[src/rtl/core/rsq_pkg.sv]
`timescale 1ns / 1ps
// ----------------------------------------------------------------------------
// rsq_pkg
// Shared types and constants for the RF squelch and ASK command detector.
// ----------------------------------------------------------------------------
package rsq_pkg;

  // sample path
  localparam int SAMPLE_BITS = 10;
  localparam logic [SAMPLE_BITS-1:0] SAMPLE_MAX = {SAMPLE_BITS{1'b1}};

  // noise ring, depth is a power of two so the average is a shift
  localparam int RING_AW    = 7;
  localparam int RING_DEPTH = 1 << RING_AW;
  localparam int SUM_W      = SAMPLE_BITS + RING_AW;

  // ask decoder
  localparam int BIT_TOTAL_W = 6;
  localparam logic [BIT_TOTAL_W-1:0] BIT_TOTAL_MAX = {BIT_TOTAL_W{1'b1}};
  localparam logic [BIT_TOTAL_W-1:0] COMMAND_BITS  = BIT_TOTAL_W'(32);

  // keying
  localparam int KEYED_W = 16;
  localparam logic [KEYED_W-1:0] KEYED_MAX = {KEYED_W{1'b1}};

  // configuration port
  localparam int CFG_IDX_W  = 3;
  localparam int CFG_DATA_W = 16;

  typedef logic [SAMPLE_BITS-1:0] sample_t;
  typedef logic [CFG_IDX_W-1:0]   cfg_idx_t;
  typedef logic [CFG_DATA_W-1:0]  cfg_data_t;
  typedef logic [7:0]             count8_t;
  typedef logic [KEYED_W-1:0]     keyed_t;

  // register indexes
  localparam cfg_idx_t REG_BASE_THRESHOLD     = 3'd0;
  localparam cfg_idx_t REG_ADAPTIVE_ENABLE    = 3'd1;
  localparam cfg_idx_t REG_ACTIVATION_COUNT   = 3'd2;
  localparam cfg_idx_t REG_HOLD_TICKS         = 3'd3;
  localparam cfg_idx_t REG_HALF_SECOND_TICKS  = 3'd4;
  localparam cfg_idx_t REG_SHORT_PERIOD_TICKS = 3'd5;

  // register reset values
  localparam sample_t RST_BASE_THRESHOLD     = SAMPLE_BITS'(50);
  localparam count8_t RST_ACTIVATION_COUNT   = 8'd3;
  localparam keyed_t  RST_HOLD_TICKS         = 16'd1000;
  localparam count8_t RST_HALF_SECOND_TICKS  = 8'd50;
  localparam count8_t RST_SHORT_PERIOD_TICKS = 8'd1;

endpackage

[src/rtl/core/rf_squelch_ask_command_detector.sv]
`timescale 1ns / 1ps
// ----------------------------------------------------------------------------
// rf_squelch_ask_command_detector
// RF squelch with repeater keying, adaptive noise floor, ASK command decode
// and a blink/watchdog tick counter.
// ----------------------------------------------------------------------------
// One sample transfer in gives one result transfer out. The block takes a new
// sample every clock cycle while the output side is ready; a sample is held in
// an input register and its result is registered in the output register. The
// noise ring is a 128 x 10 RAM with registered read; the entry to be replaced
// is prefetched from the current ring position, so the ring read never stalls
// the sample path. Configuration writes are taken in any cycle and should only
// be made while the block has no sample in flight.
// ----------------------------------------------------------------------------
module rf_squelch_ask_command_detector (
  input  logic               clk,
  input  logic               rst_n,
  // sample channel
  input  logic               in_valid,
  output logic               in_ready,
  input  rsq_pkg::sample_t   in_adc_sample,
  // result channel
  output logic               out_valid,
  input  logic               out_ready,
  output logic               out_ptt_on,
  output logic               out_signal_high,
  output logic               out_command_pending,
  output logic               out_led_on,
  output logic               out_watchdog_pin,
  output logic               out_watchdog_clear,
  output rsq_pkg::sample_t   out_threshold_used,
  output rsq_pkg::sample_t   out_noise_floor,
  // configuration channel
  input  logic               cfg_valid,
  output logic               cfg_ready,
  input  rsq_pkg::cfg_idx_t  cfg_index,
  input  rsq_pkg::cfg_data_t cfg_data
);

  import rsq_pkg::*;

  // configuration registers
  sample_t base_threshold_r;
  logic    adaptive_enable_r;
  count8_t activation_count_r;
  keyed_t  hold_ticks_r;
  count8_t half_second_ticks_r;
  count8_t short_period_ticks_r;

  // handshake registers
  logic    in_valid_r;
  sample_t in_sample_r;
  logic    out_valid_r;

  // tick state
  count8_t tick_count_r, tick_count_nxt;
  logic    led_level_r, led_level_nxt;
  logic    wd_pin_r;
  logic    pending_r, pending_nxt;

  // noise floor state
  logic [RING_AW-1:0] ring_pos_r, ring_pos_nxt;
  logic [RING_AW:0]   ring_fill_r, ring_fill_nxt;
  logic [SUM_W-1:0]   ring_sum_r, ring_sum_nxt;
  sample_t            floor_r, floor_nxt;
  sample_t            ring_oldest;

  // keying state
  count8_t high_run_r, high_run_nxt;
  keyed_t  keyed_ticks_r, keyed_ticks_nxt;
  logic    tx_keyed_r, tx_keyed_nxt;

  // decoder state
  logic                   cur_level_r;
  logic                   busy_r, busy_nxt;
  logic                   slot_r, slot_nxt;
  logic [BIT_TOTAL_W-1:0] bit_total_r, bit_total_nxt;

  // per-tick combinational results
  logic    step;
  logic    ring_full;
  logic    high;
  logic    wd_clear;
  sample_t thr;
  logic    ring_we;

  // handshake: input register frees up whenever the output can take a result
  assign step      = in_valid_r && (!out_valid_r || out_ready);
  assign in_ready  = !in_valid_r || !out_valid_r || out_ready;
  assign out_valid = out_valid_r;
  assign cfg_ready = 1'b1;

  assign ring_full = (ring_fill_r == (RING_AW+1)'(RING_DEPTH));
  assign ring_we   = step && !high;

  // threshold and level compare
  always_comb begin
    logic [SAMPLE_BITS:0] mid;
    mid = {1'b0, SAMPLE_MAX} + {1'b0, floor_r};
    if (adaptive_enable_r && ring_full) begin
      thr = mid[SAMPLE_BITS:1];
    end else begin
      thr = base_threshold_r;
    end
    high = (in_sample_r > thr);
  end

  // tick counter, led and watchdog clear
  always_comb begin
    count8_t tc_inc;
    tc_inc         = tick_count_r + 8'd1;
    tick_count_nxt = tc_inc;
    led_level_nxt  = led_level_r;
    wd_clear       = 1'b0;
    if ((tc_inc == half_second_ticks_r) ||
        ((tc_inc == short_period_ticks_r) && pending_r)) begin
      led_level_nxt  = !led_level_r;
      wd_clear       = 1'b1;
      tick_count_nxt = '0;
    end
  end

  // repeater keying
  always_comb begin
    count8_t hr_inc;
    hr_inc          = high_run_r + 8'd1;
    keyed_ticks_nxt = keyed_ticks_r;
    tx_keyed_nxt    = tx_keyed_r;
    if (tx_keyed_r && (keyed_ticks_r != KEYED_MAX)) begin
      keyed_ticks_nxt = keyed_ticks_r + 16'd1;
    end
    if (high) begin
      high_run_nxt = hr_inc;
      if (hr_inc >= activation_count_r) begin
        tx_keyed_nxt    = 1'b1;
        keyed_ticks_nxt = '0;
        high_run_nxt    = '0;
      end
    end else begin
      high_run_nxt = '0;
      if (keyed_ticks_nxt >= hold_ticks_r) begin
        tx_keyed_nxt = 1'b0;
      end
    end
  end

  // noise ring bookkeeping on low ticks
  always_comb begin
    sample_t          oldest;
    logic [SUM_W-1:0] sum_new;
    logic [RING_AW:0] fill_new;
    oldest        = ring_full ? ring_oldest : '0;
    fill_new      = ring_full ? ring_fill_r : ring_fill_r + 1'b1;
    sum_new       = ring_sum_r + SUM_W'(in_sample_r) - SUM_W'(oldest);
    ring_pos_nxt  = ring_pos_r;
    ring_fill_nxt = ring_fill_r;
    ring_sum_nxt  = ring_sum_r;
    floor_nxt     = floor_r;
    if (ring_we) begin
      ring_pos_nxt  = ring_pos_r + 1'b1;
      ring_fill_nxt = fill_new;
      ring_sum_nxt  = sum_new;
      if (fill_new == (RING_AW+1)'(RING_DEPTH)) begin
        floor_nxt = sum_new[SUM_W-1:RING_AW];
      end
    end
  end

  // ask decoder, sync and bit ticks alternate
  always_comb begin
    logic slot_t;
    busy_nxt      = busy_r;
    slot_t        = slot_r;
    bit_total_nxt = bit_total_r;
    pending_nxt   = pending_r;
    if (!busy_r && high) begin
      slot_t   = 1'b1;
      busy_nxt = 1'b1;
    end
    if (slot_t) begin
      if (cur_level_r != high) begin
        if (bit_total_r != BIT_TOTAL_MAX) begin
          bit_total_nxt = bit_total_r + 1'b1;
        end
      end else begin
        busy_nxt = 1'b0;
        if (bit_total_r == COMMAND_BITS) begin
          pending_nxt = !pending_r;
        end
        bit_total_nxt = '0;
      end
      slot_nxt = 1'b0;
    end else begin
      slot_nxt = 1'b1;
    end
  end

  // noise ring storage, read address follows the ring position
  rsq_ram #(
    .WIDTH (SAMPLE_BITS),
    .DEPTH (RING_DEPTH)
  ) u_ring (
    .clk   (clk),
    .we    (ring_we),
    .waddr (ring_pos_r),
    .wdata (in_sample_r),
    .raddr (ring_pos_nxt),
    .rdata (ring_oldest)
  );

  // configuration registers
  always_ff @(posedge clk) begin
    if (!rst_n) begin
      base_threshold_r     <= RST_BASE_THRESHOLD;
      adaptive_enable_r    <= 1'b0;
      activation_count_r   <= RST_ACTIVATION_COUNT;
      hold_ticks_r         <= RST_HOLD_TICKS;
      half_second_ticks_r  <= RST_HALF_SECOND_TICKS;
      short_period_ticks_r <= RST_SHORT_PERIOD_TICKS;
    end else if (cfg_valid) begin
      case (cfg_index)
        REG_BASE_THRESHOLD:     base_threshold_r     <= cfg_data[SAMPLE_BITS-1:0];
        REG_ADAPTIVE_ENABLE:    adaptive_enable_r    <= cfg_data[0];
        REG_ACTIVATION_COUNT:   activation_count_r   <= cfg_data[7:0];
        REG_HOLD_TICKS:         hold_ticks_r         <= cfg_data[KEYED_W-1:0];
        REG_HALF_SECOND_TICKS:  half_second_ticks_r  <= cfg_data[7:0];
        REG_SHORT_PERIOD_TICKS: short_period_ticks_r <= cfg_data[7:0];
        default: ;
      endcase
    end
  end

  // input register
  always_ff @(posedge clk) begin
    if (!rst_n) begin
      in_valid_r <= 1'b0;
    end else if (in_ready) begin
      in_valid_r <= in_valid;
    end
  end

  always_ff @(posedge clk) begin
    if (in_valid && in_ready) begin
      in_sample_r <= in_adc_sample;
    end
  end

  // per-tick state
  always_ff @(posedge clk) begin
    if (!rst_n) begin
      tick_count_r  <= '0;
      led_level_r   <= 1'b0;
      wd_pin_r      <= 1'b0;
      pending_r     <= 1'b0;
      ring_pos_r    <= '0;
      ring_fill_r   <= '0;
      ring_sum_r    <= '0;
      floor_r       <= '0;
      high_run_r    <= '0;
      keyed_ticks_r <= '0;
      tx_keyed_r    <= 1'b0;
      cur_level_r   <= 1'b0;
      busy_r        <= 1'b0;
      slot_r        <= 1'b0;
      bit_total_r   <= '0;
    end else if (step) begin
      tick_count_r  <= tick_count_nxt;
      led_level_r   <= led_level_nxt;
      wd_pin_r      <= !wd_pin_r;
      pending_r     <= pending_nxt;
      ring_pos_r    <= ring_pos_nxt;
      ring_fill_r   <= ring_fill_nxt;
      ring_sum_r    <= ring_sum_nxt;
      floor_r       <= floor_nxt;
      high_run_r    <= high_run_nxt;
      keyed_ticks_r <= keyed_ticks_nxt;
      tx_keyed_r    <= tx_keyed_nxt;
      cur_level_r   <= high;
      busy_r        <= busy_nxt;
      slot_r        <= slot_nxt;
      bit_total_r   <= bit_total_nxt;
    end
  end

  // output register valid
  always_ff @(posedge clk) begin
    if (!rst_n) begin
      out_valid_r <= 1'b0;
    end else if (step) begin
      out_valid_r <= 1'b1;
    end else if (out_ready) begin
      out_valid_r <= 1'b0;
    end
  end

  // output register payload
  always_ff @(posedge clk) begin
    if (step) begin
      out_ptt_on          <= tx_keyed_nxt;
      out_signal_high     <= high;
      out_command_pending <= pending_nxt;
      out_led_on          <= led_level_nxt;
      out_watchdog_pin    <= !wd_pin_r;
      out_watchdog_clear  <= wd_clear;
      out_threshold_used  <= thr;
      out_noise_floor     <= floor_nxt;
    end
  end

endmodule

[src/rtl/core/rsq_ram.sv]
`timescale 1ns / 1ps
// ----------------------------------------------------------------------------
// rsq_ram
// Generic single write port, single read port RAM with registered read data.
// ----------------------------------------------------------------------------
module rsq_ram #(
  parameter int WIDTH = 8,
  parameter int DEPTH = 16,
  parameter int AW    = (DEPTH > 1) ? $clog2(DEPTH) : 1
) (
  input  logic             clk,
  input  logic             we,
  input  logic [AW-1:0]    waddr,
  input  logic [WIDTH-1:0] wdata,
  input  logic [AW-1:0]    raddr,
  output logic [WIDTH-1:0] rdata
);

  logic [WIDTH-1:0] mem [DEPTH];

  // write port
  always_ff @(posedge clk) begin
    if (we) begin
      mem[waddr] <= wdata;
    end
  end

  // registered read port
  always_ff @(posedge clk) begin
    rdata <= mem[raddr];
  end

endmodule
[config.mk]
export PLATFORM = sky130hd
export DESIGN_NAME = rf_squelch_ask_command_detector
export DESIGN_NICKNAME = d
export VERILOG_FILES = /design/src/rtl/core/rsq_pkg.sv /design/src/rtl/core/rf_squelch_ask_command_detector.sv /design/src/rtl/core/rsq_ram.sv
export SDC_FILE = /design/constraint.sdc
export NUM_CORES = 2
export LEC_CHECK = 0
export ABC_AREA = 1
export BUFFER_PORTS_ARGS = -buffer_cell sky130_fd_sc_hd__buf_2
export CORE_ASPECT_RATIO = 0.6
export CORE_MARGIN = 5
export CORE_UTILIZATION = 40
export CTS_CLUSTER_DIAMETER = 40
export DETAILED_ROUTE_END_ITERATION = 7
export PLACE_DENSITY = 0.54
export SLEW_MARGIN = 20
export SYNTH_ARGS = -nofsm -noshare
export SYNTH_HDL_FRONTEND = slang
export SYNTH_SLANG_ARGS = --single-unit
[constraint.sdc]
create_clock -name clk -period 4.7 [get_ports clk]
set_input_delay 0 -clock clk [delete_from_list [all_inputs] [get_ports clk]]
set_output_delay 0 -clock clk [all_outputs]
set_load 0.03 [all_outputs]
==> metrics.md <==
| Metric | Value |
|---|---|
| Combinational share of power | 9.4% |
| Number of synthesized register bits | 1466 |
| Violation count after the first detailed-routing iteration | 6327 |
| Dpl cells | 9111 |
| Library cell with the largest summed area after synthesis | edfxtp_1 |
| Post-synthesis average cell area | 9.73 µm² |
| Maximum VDD drop | 242 µV |
| Mapped Cells | 6789 |
| Crit path arrival time | 5.18 ns |
| Int Pwr | 0.0224 W |
| Area contributors post-synth | edfxtp_1, nand3_1, nand2_1 |
| Final antenna diode count | 0 |
| Reg2reg setup slack | 0.24 ns |
| Most frequently used cell type in the post-synthesis netlist | nand2_1 |
| Sw Ratio | 24.5% |
| Insertion delay to the later sink of the worst-skew pair | 0.80 ns |
| Post-synth design cell area | 66100 µm² |
| Pwr dens | 380 nW/µm² |
| Endpoint kind of the worst setup timing path | flop |
| Largest net degree at the start of global routing | 129 |
| Reg2Reg Depth | 28 |
| Number of warning messages in the yosys log | 0 |
| Worst reg2reg path startpoint | ring_fill_r[0] |
| Die span in y | 325 µm |
| Leakage power total | 33.5 nW |
| Top-area cell type share of the netlist area | 59.8% |
| Maximum frequency from static timing analysis | 0.224 GHz |
| Final setup slack of the worst path | 0.238 ns |
| Top-level port count | 63 |
| Origin of the worst min-delay path | out_ready |
| Most frequent cell on the critical path | nand3_1 |
| Number of cell rows | 115 |
| Sum of negative setup slack | 0 ns |
| Worst Hold End | out_valid |
| Overflow after GRT | 0 |
| Proportion of synthesized flip-flops having asynchronous set or reset | 0% |
| Final wirelength | 205 mm |
| Core utilization of the finished layout | 47.5% |
| Layout overhead on the synthesized area | 17.9% |
| Multi-input combinational cell area | 16800 µm² |
| CTS tree | built |
| Starting Density | 40.3% |
| Max clock buf depth | 4 |
| CTS sink cnt | 1466 |
| Die outline width | 535 µm |
| Standard cell with the maximum stage delay on the critical path | o21ai_0 |
| Residual DRC count | 0 |
| FILL cells | 15300 |
| Total GRT Usage | 22.7% |
| Clk pwr share | 42.2% |
| Quantity of I/O buffers inserted on ports | 61 |
| Kind of critical path | flop to flop |
| Drt wl/cell | 21.6 µm |
| Clock Skews | 0.0414 ns |
| Min Clock Period, post-route | 4.46 ns |
| Last weighted congestion value of the routability-driven placer | 0.925 |
| Register Area | 42500 µm² |
| Die area | 174000 µm² |
| Max incr delay on CP | 0.33 ns |
| Period utilisation layout | 94.9% |
| RSZ-0062 raised after global routing | true |
| Vias/cell | 5.08 |
| Global-route wire length before repair | 297 mm |
| Required time reported for the critical path endpoint | 5.42 ns |
| Worst Hold Depth | 5 |
| Critical Path Source Type | flop |
| Vias after detailed routing | 48100 |
| Hold Violations, Final | 0 |
| Floorplan core area | 164000 µm² |
| Slew @ Worst Pin | 1.03 ns |
| Number of nets in the finished design | 7295 |
| Placed wire-length estimate | 131 mm |
| Most numerous cell types in the synthesized netlist | nand2_1, inv_1, nand3_1 |
| Fraction of final layout cells with drive strength greater than 1 | 10.7% |
| Endpoints failing setup | 0 |
| Max-slew violation count | 0 |
| Share of synthesized area occupied by flip-flops and latches | 64.4% |
| Number of nets in the synthesized netlist | 6893 |
| Router iterations before antenna repair | 5 |
| Number of antenna violations at the first check in global routing | 9 |
| Vias in the first global route | 43900 |
| Library cells used by synthesis | 51 |
| Number of synthesized flops with an enable pin | 1316 |
| Clock Tree Root | clkbuf_16 |
| Post-route ant nets | 0 |
| Max FO, Critical Path | 25 |
| Relative contribution of sequential cells to total power | 48.4% |
| Number of violations of the max-capacitance limit | 0 |
| Switching power | 0.00725 W |
| Total clock buffers created by CTS | 160 |
| Hold slack | 0.0695 ns |
| Leading register cell type out of synthesis | edfxtp_1 |
| Maximum level of the CTS H-tree | 4 |
| Cell Count, Final, Fillers Out | 9469 |
| Worst hold path class | input port to flop |
| Worst reg2reg endpoint | u_ring.rdata[4] |
| Max_slew headroom | 31.4% |
| Run status | finished clean |
| Clock-pin transition on the worst setup and hold timing paths | 0.06 ns |
| Worst setup slack before clock tree synthesis | 0.108 ns |
==> layer usage <==
| layer | vias to the layer above | share of wire, % | track usage (%) |
|---|---|---|---|
| met3 | 221 | 11 | 5.67 |
| met1 | 23100 | 49 | 37.8 |
| met5 | - | 0.0073 | 0 |
| li1 | 22700 | - | - |
| met4 | 2 | 1.5 | 3.56 |
| met2 | 2046 | 38 | 29.6 |
==> layout by cell type (no fill, tap or decap), drive strengths merged, types with 24 or more instances in the layout <==
cell type / count
nand2: 1533
inv: 1449
nand3: 1336
edfxtp: 1316
buf: 488
nor2: 272
clkbuf: 198
dfxtp: 150
a21oi: 96
o21ai: 84
dlygate4sd3: 71
ha: 60
clkinv: 49
xor2: 42
xnor2: 24
==> flip-flops by register name, indices dropped and copies added (netlist names), 10 cells and up <==
| signal | count |
|---|---|
| floor_r | 10 |
| in_sample_r | 10 |
| u_ring.mem | 1280 |
| out_noise_floor | 10 |
| ring_sum_r | 17 |
| out_threshold_used | 10 |
| u_ring.rdata | 10 |
| keyed_ticks_r | 16 |
| hold_ticks_r | 16 |
| base_threshold_r | 10 |
==> through the flow <==
step	total power [W]	instance area (µm²)
after floorplan	0.0161	66100
after global placement	0.0172	71800
after detailed placement	0.0172	71800
after CTS	0.0297	77500
after global routing	0.0306	77900
final	0.0296	77900
==> timing repair <==
item	CTS	global route
resized for setup	0	38
hold endpoints to repair	90	0
setup endpoints to repair	0	18
setup buffers	0	5
hold buffers	71	0
==> worst max path at each step <==
stage	startpoint	to	slack, ns	cells after the start
after floorplan	in_sample_r[3]	out_noise_floor[7]	0.16	15
after global placement	floor_r[0]	u_ring.rdata[2]	0.04	29
after detailed placement	floor_r[0]	u_ring.rdata[2]	0.11	29
after CTS	floor_r[0]	u_ring.rdata[2]	0.06	29
after global routing	floor_r[2]	u_ring.rdata[7]	-0.01	31
final	ring_fill_r[0]	u_ring.rdata[4]	0.24	28
==> cells by family after synthesis <==
logic type               count (synthesis)  share of synthesized area (%)
flip-flops                            1466                           64.4
other                                    1                        0.00568
AND/OR/NAND/NOR                       3193                           20.9
XOR/XNOR                                66                          0.915
AO/OA/AOI/OAI                          230                           1.93
adder cells (fa/ha/maj)                 70                           1.44
buffers and inverters                 1763                           10.4
==> critical path: cells and delay by family (launching register included) <==
kind / cells / cell delay, ns
adder cells (fa/ha/maj): 2 / 0.29
flip-flops: 1 / 0.32
AO/OA/AOI/OAI: 2 / 0.57
AND/OR/NAND/NOR: 17 / 2.04
buffers and inverters: 7 / 1.13
==> power groups by stage <==
| stage | Sequential (W) | Combinational (W) | Clock (W) |
|---|---|---|---|
| finish | 0.0143 | 0.00278 | 0.0125 |
| floorplan | 0.0147 | 0.00140 | 0 |
| global route | 0.0143 | 0.00300 | 0.0133 |
| CTS | 0.0143 | 0.00267 | 0.0127 |
| detailed placement | 0.0146 | 0.00262 | 0 |
| global placement | 0.0146 | 0.00261 | 0 |
==> layout make-up <==
cell class | instances | share of cell area, %
Multi-Input combinational cell | 3560 | 21.6
Inverter | 1438 | 6.94
Clock buffer | 192 | 5.52
Timing Repair Buffer | 565 | 6.90
Clock inverter | 84 | 1.00
Sequential cell | 1466 | 54.6
Tap cell | 2164 | 3.48
Note: power is estimated with default switching activity, not from simulation.
